`config.mk`:
```
export PLATFORM = sky130hd
export DESIGN_NAME = lome_front
export DESIGN_NICKNAME = d
export VERILOG_FILES = /design/src/rtl/lome_pkg.sv /design/src/rtl/lome_front.sv
export SDC_FILE = /design/constraint.sdc
export NUM_CORES = 1
export LEC_CHECK = 0
export BUFFER_PORTS_ARGS = -buffer_cell sky130_fd_sc_hd__buf_2
export CAP_MARGIN = 20
export CORE_ASPECT_RATIO = 1.5
export CORE_MARGIN = 2
export CORE_UTILIZATION = 40
export DETAILED_ROUTE_END_ITERATION = 12
export GPL_ROUTABILITY_DRIVEN = 1
export SYNTH_ARGS = -nofsm -noshare
export SYNTH_HDL_FRONTEND = slang
export SYNTH_SLANG_ARGS = --single-unit
```
`constraint.sdc`:
```
create_clock -name clk -period 22.1 [get_ports clk]
set_clock_uncertainty 0.15 [all_clocks]
set_input_delay 4.42 -clock clk [delete_from_list [all_inputs] [get_ports clk]]
set_output_delay 4.42 -clock clk [all_outputs]
set_load 0.01 [all_outputs]
```
`src/rtl/lome_pkg.sv`:
```
// Shared types, sizes and codes of the limit order matching engine.
`default_nettype none
package lome_pkg;

	localparam int MAX_ORDERS  = 1024;
	localparam int MAX_REPORTS = 64;
	localparam int SLOT_AW     = $clog2(MAX_ORDERS);
	localparam int RCNT_W      = $clog2(MAX_REPORTS + 1);

	localparam logic [1:0] OP_NEW    = 2'd0;
	localparam logic [1:0] OP_CANCEL = 2'd1;

	localparam logic [2:0] RK_NEW_ACK = 3'd0;
	localparam logic [2:0] RK_NEW_REJ = 3'd1;
	localparam logic [2:0] RK_PARTIAL = 3'd2;
	localparam logic [2:0] RK_FILL    = 3'd3;
	localparam logic [2:0] RK_CXL_ACK = 3'd4;
	localparam logic [2:0] RK_CXL_REJ = 3'd5;

	localparam logic [1:0] CLS_REJECT = 2'd0;
	localparam logic [1:0] CLS_NEW    = 2'd1;
	localparam logic [1:0] CLS_CANCEL = 2'd2;

	typedef struct packed {
		logic [1:0]  opcode;
		logic [31:0] client_id;
		logic [31:0] echo_exchange_id;
		logic [15:0] symbol_id;
		logic        side;
		logic        order_kind;
		logic [31:0] limit_price;
		logic [31:0] order_quantity;
		logic [63:0] send_time;
	} request_t;

	typedef struct packed {
		logic [31:0] report_client_id;
		logic [31:0] report_exchange_id;
		logic [2:0]  report_kind;
		logic [15:0] report_symbol;
		logic        report_side;
		logic [31:0] fill_price;
		logic [31:0] fill_qty;
		logic [31:0] cum_qty;
		logic [31:0] open_qty;
		logic [63:0] report_time;
		logic        last_report;
	} report_t;

	typedef struct packed {
		logic        valid;
		logic [31:0] client_id;
		logic [31:0] exchange_id;
		logic [15:0] symbol;
		logic        side;
		logic [31:0] price;
		logic [31:0] filled;
		logic [31:0] remaining;
		logic [31:0] arrival_seq;
	} slot_t;

	typedef struct packed {
		request_t   req;
		logic [1:0] cls;
	} item_t;

endpackage
`default_nettype wire

```
`src/rtl/lome_front.sv`:
```
// Front end: accepts requests, classifies them and queues them for the back end.
`default_nettype none
module lome_front (
	input  wire logic                clk,
	input  wire logic                arst_n,
	input  wire logic                start,
	input  wire lome_pkg::request_t  request,
	input  wire logic                clearing,
	input  wire logic                pop,
	output logic                     busy,
	output logic                     q_valid,
	output lome_pkg::item_t          q_item
);
	import lome_pkg::*;

	item_t      ent_q [2];
	logic       head_q;
	logic [1:0] cnt_q;
	logic       push;
	logic       tail;
	item_t      in_item;
	logic       static_ok;

	always_comb begin
		static_ok = (request.opcode == OP_NEW) && (request.client_id != '0)
			&& (request.symbol_id != '0) && !request.order_kind
			&& (request.limit_price != '0) && (request.order_quantity != '0);
		in_item.req = request;
		if (request.opcode == OP_CANCEL)
			in_item.cls = CLS_CANCEL;
		else if (static_ok)
			in_item.cls = CLS_NEW;
		else
			in_item.cls = CLS_REJECT;
	end

	assign busy    = (cnt_q == 2'd2) || clearing;
	assign push    = start && !busy;
	assign tail    = head_q ^ cnt_q[0];
	assign q_valid = (cnt_q != 2'd0);
	assign q_item  = ent_q[head_q];

	always_ff @(posedge clk or negedge arst_n) begin
		if (!arst_n) begin
			head_q <= 1'b0;
			cnt_q  <= 2'd0;
		end else begin
			if (pop && q_valid)
				head_q <= ~head_q;
			cnt_q <= cnt_q + 2'(push) - 2'(pop && q_valid);
		end
	end

	always_ff @(posedge clk) begin
		if (push)
			ent_q[tail] <= in_item;
	end
endmodule
`default_nettype wire

```
==> metrics.md, run 1 <==
| Metric | Value |
|---|---|
| Yosys Warn Count | 0 |
| # IOs | 433 |
| Yosys reg bits | 431 |
| Hpwl dp | 24100 um |
| # hold bufs at CTS | 0 |
| Via count | 8410 |
| Gr usage total | 15.9% |
| Total Wirelength | 35200 um |
| CTS Buf Count | 42 |
| Core Area | 0.0409 sq mm |
| CTS sink cnt | 431 |
| CTS Buffer Depth | 3 |
| Routed wire per std cell | 20.3 um |
| CTS tree | built |
| Tcrit/Tclk final | 42.8% |
| Netlist cell types | 21 |
| Multi-input logic area | 0.00329 sq mm |
| Slack of the critical path | 12.64 ns |
| Top cells by area, synth | edfxtp_1, mux2_4, mux2_2 |
| Vias in the first global route | 8863 |
| Detailed Route Iter0 Violations | 431 |
| Max incr delay on CP | 0.19 ns |
| Layout Nets | 1404 |
| Max Clock Freq | 106 MHz |
| EDFF count, synth | 428 |
| Worst min path class | reg2reg |
| Lkg Pwr | 7.81 nW |
| Avg Vias per Cell | 4.86 |
| Buffers on Ports | 432 |
| Finish-stage setup viols | 0 |
| Setup repair bufs after CTS | 0 |
| Syn_nets | 944 |
| Filler Cells Inserted | 3448 |
| CP required | 17.53 ns |
| Largest net degree at the start of global routing | 116 |
| CTS H-tree lvls | 2 |
| Worst hold margin | 0.382 ns |
| Global-route wire length before repair | 51300 um |
| Total of max-cap violations | 0 |
| Avg Cell Area, Syn | 22.7 sq um |
| Fin Setup TNS | 0 ns |
| Critical path fanouts, max | 3 |
| DRT Pass-1 Iters | 4 |
| Startpoint types | input port |
| Worst-path clk slew | 0.06 ns |
| Drt drc | 0 |
| Die width | 170 um |
| Post-synth top flop | edfxtp_1 |
| Post-synth top area share | 78.2% |
| Minimum clock period | 9.46 ns |
| Status | complete, no violations |
| Std-Cell Rows | 91 |
| Layout Area Growth over Synthesis | 23.9% |
| CP arrival | 4.89 ns |
| Slowest-stage cell, CP | a21oi_1 |
| Worst slew pin tran | 1.06 ns |
| Synth async-reset ratio | 0.696% |
| Die H | 252 um |
| Crit path top cell by count | buf_2 |
| Cell area after synthesis | 0.0164 sq mm |
| Later-pin clock latency in the skew report | 0.54 ns |
| Top cell type by total area after synthesis | edfxtp_1 |
| Post_cts resized | 0 |
| Fin. Hold Viols | 0 |
| Max-slew headroom | 29.1% |
| CTS root buffer | clkbuf_16 |
| Grt total ovfl | 0 |
| Slew Limit Fails | 0 |
| Post-Synthesis Cells | 725 |
| Worst path cell trace | buf_2, a21oi_1, inv_1, buf_2 |
| Total power | 2.57 mW |
| Post-place setup slack | 12.62 ns |
| Starting density of the core | 40.2% |
| Seq/Total Area, Yosys | 78.6% |
| CP Class | in2out |
| Worst vdd ir | 0.142 mV |
| Die area | 0.0428 sq mm |
| Worst setup EP type | output pin |
| Routability Congestion | 0.744 |
| Pwr/cell area | 126 mW/mm^2 |
| Routed Antenna Nets | 0 |
| CP top delay family | buffers and inverters |
| Register area | 0.0129 sq mm |
| RSZ-0062 raised after global routing | no |
| Buf+Inv Stages, Crit Path | 3 |
| Layout cell share with drive strength beyond 1 | 58.8% |
| Antenna violations before repair | 7 |
==> registers in the layout, summed over array words and instances (netlist names) <==
signal  flops
ent_q     428
head_q      1
cnt_q       2
==> cells by family after synthesis <==
family,count (synthesis),synth area share (%)
AO/OA/AOI/OAI,2,0.0761
XOR/XNOR,4,0.213
adder cells (fa/ha/maj),2,0.152
buffers and inverters,27,1.45
flip-flops,431,78.6
multiplexers,214,17.9
AND/OR/NAND/NOR,45,1.64
==> worst paths after layout <==
check / from / endpoint / slack [ns] / cells past startpoint
worst max register to register: head_q / ent_q[1][212] / 17.68 / 4
worst min register to register: cnt_q[1] / cnt_q[1] / 0.38 / 1
worst min-delay path: cnt_q[1] / cnt_q[1] / 0.38 / 1
max in group asynchronous: arst_n / head_q / 18.14 / 1
min in group asynchronous: arst_n / cnt_q[0] / 3.52 / 1
worst max-delay path: clearing / busy / 12.64 / 4
==> cells in the mapped netlist (all sizes together), types with 2 or more instances <==
cell and n:
mux2 214, dfrtp 3, nor3 2, edfxtp 428, inv 3, ha 2
xnor2 2, xor2 2, nor2 3, nor4 28, buf 24, nand4 7
==> layout by cell type, fill, tap and decap left out, types with 2 or more instances in the layout <==
cell and n:
buf_2 432, edfxtp_1 428, mux2_4 140, mux2_2 74
clkbuf_16 43, nor4_1 28, clkbuf_1 12, nand4_1 7
buf_4 7, clkinv_1 6, diode_2 4, clkinv_2 4
inv_1 3, clkinvlp_4 3, clkbuf_8 3, nor3_1 2
nor2_1 2, xnor2_1 2, xor2_1 2, ha_1 2
clkinv_4 2, dfrtp_1 2
==> report_power, final <==
part,leakage [nW],internal [mW],switching (mW)
Combinational,3.26,0.381,0.407
Clock,0.604,0.368,0.287
Sequential,3.95,1.08,0.0490
==> stage by stage <==
| stage | instance area (sq um) | std cells | utilization [%] |
|---|---|---|---|
| 5_1_grt | 20400 | 1730 | 49.8 |
| 2_1_floorplan | 16400 | 725 | - |
| 6_report | 20400 | 1730 | 49.8 |
| 3_5_place_dp | 19100 | 1652 | 46.7 |
| 4_1_cts | 20400 | 1726 | 49.8 |
| 3_3_place_gp | 19100 | 1652 | 46.7 |
==> layer usage <==
layer	track usage [%]	part of all wire (%)	up-vias
li1	-	-	3858
met1	16.7	35	4150
met2	29.2	54	311
met3	4.09	6.3	85
met4	7.57	4.3	6
met5	0	0.12	-
==> final cells by class <==
| cell class | instances | share of cell area (%) |
|---|---|---|
| clock buffers | 58 | 5.71 |
| inverters | 3 | 0.0553 |
| well taps | 511 | 3.14 |
| diodes | 4 | 0.0491 |
| multi-input cells | 267 | 16.1 |
| repair buffers | 440 | 11.0 |
| flip-flops and latches | 431 | 63.5 |
| clock inverters | 16 | 0.448 |
Note: power is estimated with default switching activity, not from simulation.
==> inputs of run 2 (changes only) <==
PLACE_DENSITY = 0.66   (was not set)
clock period = 8 ns   (was 22.1 ns; I/O delays follow)
==> run 2 against run 1 <==
Sequential share of layout area fell by 0.41 points. Design area rose by 0.66%. First-iteration DRC count rose by 11%. Largest cell class unchanged. Largest power group unchanged.
==> metrics.md, run 2 (synthesis gave the netlist of run 1 again) <==
| Metric | Value |
|---|---|
| Biggest regs | ent_q x428, cnt_q x2, head_q x1 |
| Clock power share | 26.9% (+1.4 points) |
| Worst vdd ir | 0.255 mV (+80%) |
| CTS Buf Count | 41 (-2.4%) |
| Combinational share of power | 30.5% (-0.2 points) |
| Total of max-cap violations | 0 (unchanged) |
| Routed Antenna Nets | 0 (unchanged) |
| Minimum clock period | 4.52 ns |
| Post-place setup slack | 3.68 ns (-8.94 ns) |
| Status | complete, no violations |
| Drt drc | 0 (unchanged) |
| Finish-stage setup viols | 0 (unchanged) |
| Commonest non-fill, non-tap cell in the layout | buf_2 |
| Detailed Route Iter0 Violations | 478 (+11%) |
| Max-slew headroom | 28.8% (-0.30 points) |
| Slew Limit Fails | 0 (unchanged) |
| DRT Pass-1 Iters | 4 (unchanged) |
| Post_cts resized | 0 (unchanged) |
| Sequential share of power | 42.6% (-1.2 points) |
| Setup repair bufs after CTS | 0 (unchanged) |
| Sw power | 2.06 mW (+180%) |
| Hold_sp | cnt_q[1] |
| Tcrit/Tclk final | 56.5% |
| Post-Layout Inst Area | 0.0205 sq mm (+0.66%) |
| Via count | 8420 (+0.12%) |
| Startpoint types | register |
| Reg2Reg Launch Point | head_q |
| Antenna violations before repair | 9 (+2) |
| CTS sink cnt | 431 (unchanged) |
| Std-Cell Rows | 91 (unchanged) |
| Grt total ovfl | 0 (unchanged) |
| # IOs | 433 (unchanged) |
| Reg2Reg Setup Slack | 5.14 ns (-12.54 ns) |
| CTS Buffer Depth | 3 (unchanged) |
| CP arrival | 2.77 ns (-2.12 ns) |
| # hold bufs at CTS | 0 (unchanged) |
| CTS tree | built |
| Sw Ratio | 28.4% (-0.50 points) |
| RSZ-0062 raised after global routing | no |
| Buffers on Ports | 432 (unchanged) |
| Layout Nets | 1402 (-0.14%) |
| Max reg flops | 428 (unchanged) |
| Max Clock Freq | 221 MHz |
| CP Launch Point | head_q |
| Internal power | 5.18 mW (+180%) |
| CTS root buffer | clkbuf_16 |
| Worst setup EP type | output pin |
| Hold Path Depth | 1 (unchanged) |
| Layout cell share with drive strength beyond 1 | 58.7% (-0.082 points) |
| Reg-to-reg endpoint | ent_q[1][1] |
| Fin. Hold Viols | 0 (unchanged) |
| CTS H-tree lvls | 2 (unchanged) |
| Most flop-heavy register | ent_q |
| Die width | 170 um (unchanged) |
| Routability Congestion | 0.773 (+3.9%) |
| Die area | 0.0428 sq mm (unchanged) |
| Hpwl dp | 23900 um (-0.52%) |
| Slack of the critical path | 3.48 ns (-9.16 ns) |
| Routed wire per std cell | 20.4 um (+0.37%) |
| Starting density of the core | 40.2% (unchanged) |
| Largest net degree at the start of global routing | 129 (+11%) |
| Total Wirelength | 35300 um (+0.48%) |
| Pwr/cell area | 353 mW/mm^2 (+180%) |
| Final Core Density | 50.2% (+0.33 points) |
| FF-to-FF path depth | 3 (-1) |
| Core Area | 0.0409 sq mm (unchanged) |
| Gr usage total | 15.9% (+0.036 points) |
| Min-Delay Endpoint | cnt_q[1] |
| Avg Vias per Cell | 4.86 (about the same) |
| CP Class | reg2out |
| Worst-path clk slew | 0.06 ns (about the same) |
| Die H | 252 um (unchanged) |
| Area after DPL | 0.0191 sq mm (about the same) |
| Global-route wire length before repair | 51000 um (-0.58%) |
| CP required | 6.25 ns (-11.28 ns) |
| Total power | 7.23 mW (+180%) |
| Layout Area Growth over Synthesis | 24.7% |
| Fin Setup TNS | 0 ns (unchanged) |
| Critical path fanouts, max | 49 (+46) |
| Lkg Pwr | 7.87 nW (+0.80%) |
| Worst slew pin tran | 1.07 ns (+0.00449 ns) |
| Most frequent cells in the layout | buf_2, edfxtp_1, mux2_4 |
| Worst min path class | reg2reg |
| Vias in the first global route | 8863 (unchanged) |
| Later-pin clock latency in the skew report | 0.53 ns (about the same) |
-- run 2: cell types whose count changed in the layout (fill, tap and decap cells not counted), sizes merged --
cell / before / now
buf: 440 / 439
bufinv: 0 / 5
clkbuf: 58 / 54
clkinv: 12 / 15
clkinvlp: 3 / 0
diode: 4 / 6
-- run 2: power groups by stage --
stage	logic (mW)	clock network, mW	registers [mW]
3_3_place_gp	2.17	0	3.17
4_1_cts	2.18	2.00	3.15
2_1_floorplan	1.52	0	3.15
3_5_place_dp	2.18	0	3.19
6_report	2.20	1.95	3.08
5_1_grt	2.35	2.08	3.12
-- run 2: cell type report --
cell class                      instances  area, sq um
Sequential cell                       431        12900
Timing Repair Buffer                  439         2270
Inverter                                3         11.3
Tap cell                              511          639
Antenna cell                            6         15.0
Clock buffer                           54         1120
Clock inverter                         21          228
Fill cell                            3360        20400
Multi-Input combinational cell        267         3290
-- run 2: layer usage --
metal | vias up | GRT usage (%) | part of all wire (%) | wire, um
met3 | 84 | 4.27 | 6.9 | 2420
met5 | - | 0 | 0.096 | 34
li1 | 3848 | - | - | -
met1 | 4162 | 16.4 | 35 | 12200
met4 | 6 | 7.84 | 4.6 | 1620
met2 | 320 | 29.4 | 54 | 19000
-- run 2: worst max path at each step --
stage               slack (ns)           to
floorplan                 0.52  ent_q[1][0]
global placement          3.71   q_item[14]
detailed placement        3.68   q_item[43]
CTS                       3.10   q_item[43]
global route              3.32  q_item[212]
finish                    3.48   q_item[51]
-- run 2: critical path, cell delays in order, from the launching register on --
cell     delay [ns]
dfrtp_4        0.65
buf_16         0.31
buf_4          0.64
mux2_2         0.41
buf_2          0.15
-- run 2: stage by stage --
stage          hold WS, ns  std cells
3_5_place_dp         0.367       1650
6_report             0.384       1732
4_1_cts              0.378       1725
3_3_place_gp         0.337       1650
5_1_grt              0.396       1730
2_1_floorplan        0.310        725
==> inputs of run 3 (changes only) <==
PLACE_DENSITY = not set   (was 0.66)
clock period = 4.5 ns   (was 8 ns; I/O delays follow)
==> run 3 against run 2 <==
Non-clock buffer count up 14. Critical path type unchanged. Design area up 1.0%. Sequential share of layout area down 0.66 points. Worst setup slack worse by 2.4 ns. Highest routed layer unchanged. Sequential power up 79%. Final cell count up 0.81%.
==> metrics.md, run 3 (synthesis gave the netlist of run 1 again) <==
| Metric | Value |
|---|---|
| Worst slew pin tran | 0.955 ns (-0.113 ns) |
| Largest net degree at the start of global routing | 87 (-33%) |
| CP Launch Point | head_q |
| CTS Buf Count | 41 (unchanged) |
| Gr usage total | 16.3% (+0.41 points) |
| CTS root buffer | clkbuf_16 |
| Routability Congestion | 0.770 (-0.36%) |
| Multi-input logic area | 0.00330 sq mm (+0.42%) |
| Global-route wire length before repair | 52100 um (+2.1%) |
| Later-pin clock latency in the skew report | 0.54 ns (about the same) |
| Layout Area Growth over Synthesis | 26.0% |
| Total Wirelength | 36200 um (+2.3%) |
| Max reg flops | 428 (unchanged) |
| Buffers on Ports | 432 (unchanged) |
| Lkg Pwr | 7.98 nW (+1.4%) |
| CP Class | reg2out |
| Max-slew headroom | 36.2% (+7.4 points) |
| Fin. Hold Viols | 0 (unchanged) |
| Buf+Inv Stages, Crit Path | 2 (-1) |
| RSZ-0062 raised after global routing | no |
| Std-Cell Rows | 91 (unchanged) |
| Via count | 8416 (-0.048%) |
| Pwr/cell area | 627 mW/mm^2 (+78%) |
| Hpwl dp | 25500 um (+6.3%) |
| Critical path fanouts, max | 44 (-10%) |
| Worst-path clk slew | 0.06 ns (about the same) |
| Minimum clock period | 3.43 ns |
| CP top delay family | flip-flops |
| Slowest-stage cell, CP | dfrtp_4 |
| Die width | 170 um (unchanged) |
| Slew Limit Fails | 0 (unchanged) |
| Max incr delay on CP | 0.89 ns (+0.24 ns) |
| Worst vdd ir | 0.382 mV (+50%) |
| Total placed cells including tap cells | 1664 (+0.85%) |
| Register area | 0.0129 sq mm (unchanged) |
| Layout Nets | 1416 (+1.0%) |
| DRT Pass-1 Iters | 4 (unchanged) |
| CTS Buffer Depth | 3 (unchanged) |
| Worst setup EP type | output pin |
| Total power | 13.0 mW (+80%) |
| Grt total ovfl | 0 (unchanged) |
| Drt drc | 0 (unchanged) |
| Layout cell share with drive strength beyond 1 | 59.9% (+1.2 points) |
| Routed Antenna Nets | 0 (unchanged) |
| Worst path cell trace | buf_12, mux2_2, buf_2 |
| CP arrival | 2.38 ns (-0.39 ns) |
| Core Area | 0.0409 sq mm (unchanged) |
| Non-filler instance count after layout | 1746 (+0.81%) |
| Antenna violations before repair | 11 (+2) |
| Routed wire per std cell | 20.7 um (+1.5%) |
| Hold_sp | request[8] |
| CTS tree | built |
| Die H | 252 um (unchanged) |
| Detailed Route Iter0 Violations | 461 (-3.6%) |
| Most flop-heavy register | ent_q |
| Worst min path class | in2reg |
| Most frequent cells in the layout | buf_2, edfxtp_1, mux2_4 |
| CTS H-tree lvls | 2 (unchanged) |
| Commonest non-fill, non-tap cell in the layout | buf_2 |
| Avg Vias per Cell | 4.82 (-0.85%) |
| Die area | 0.0428 sq mm (unchanged) |
| Startpoint types | register |
| Tcrit/Tclk final | 76.3% |
| Total of max-cap violations | 0 (unchanged) |
| Max Clock Freq | 291 MHz |
| Post_cts resized | 0 (unchanged) |
| CTS sink cnt | 431 (unchanged) |
| Filler Cells Inserted | 3400 (+1.2%) |
| Biggest regs | ent_q x428, cnt_q x2, head_q x1 |
| Vias in the first global route | 9116 (+2.9%) |
| Status | complete, no violations |
| Reg2Reg Launch Point | head_q |
| # IOs | 433 (unchanged) |
| CP required | 3.45 ns (-2.80 ns) |
| Starting density of the core | 40.2% (unchanged) |
| Finish-stage setup viols | 0 (unchanged) |
==> run 3: cell count changes in the layout (fill, tap and decap cells not counted), moves of 3 or more <==
cell and delta:
diode_2 +3, buf_12 +6, clkbuf_1 -7, buf_4 +8
==> run 3: through the flow <==
step / instance area [sq um] / util (%) / worst slack (ns) / hold slack, ns / TNS, ns
global placement: 19300 / 47.2 / 1.58 / 0.394 / 0
detailed placement: 19300 / 47.2 / 1.55 / 0.388 / 0
global route: 20700 / 50.7 / 0.943 / 0.371 / 0
finish: 20700 / 50.7 / 1.07 / 0.397 / 0
CTS: 20700 / 50.6 / 0.994 / 0.359 / 0
floorplan: 16500 / - / -0.330 / 0.361 / -70.65
==> run 3: metal layers <==
metal	up-vias	part of all wire, %	global-route usage [%]
met2	316	54	30.2
met5	-	0.066	0
li1	3885	-	-
met3	83	6.7	4.29
met4	4	4.9	8.74
met1	4128	34	16.6
==> run 3: report_power, final <==
part	internal, mW	switching, mW
registers	5.27	0.254
clock network	2.09	1.44
logic	1.94	2.01
total	9.30	3.70
==> run 3: path summary, 6_finish.rpt <==
check	to	slack [ns]	cells past startpoint
max	q_item[213]	1.07	3
max reg2reg	ent_q[1][159]	1.67	3
min reg2reg	cnt_q[1]	0.41	1
max in group asynchronous	head_q	3.50	2
min	ent_q[0][10]	0.40	1
min in group asynchronous	cnt_q[1]	0.56	2
==> run 3: final cells by class <==
type | count | area share, %
flip-flops and latches | 431 | 62.4
multi-input cells | 267 | 15.9
repair buffers | 453 | 11.8
clock buffers | 47 | 5.27
well taps | 511 | 3.09
clock inverters | 25 | 1.38
diodes | 9 | 0.109
inverters | 3 | 0.0544
==> run 3: repair_timing <==
| item | in CTS | in global routing |
|---|---|---|
| buffers inserted | 0 | 0 |
| hold buffers | 1 | 0 |
| hold endpoints to repair | 3 | 0 |
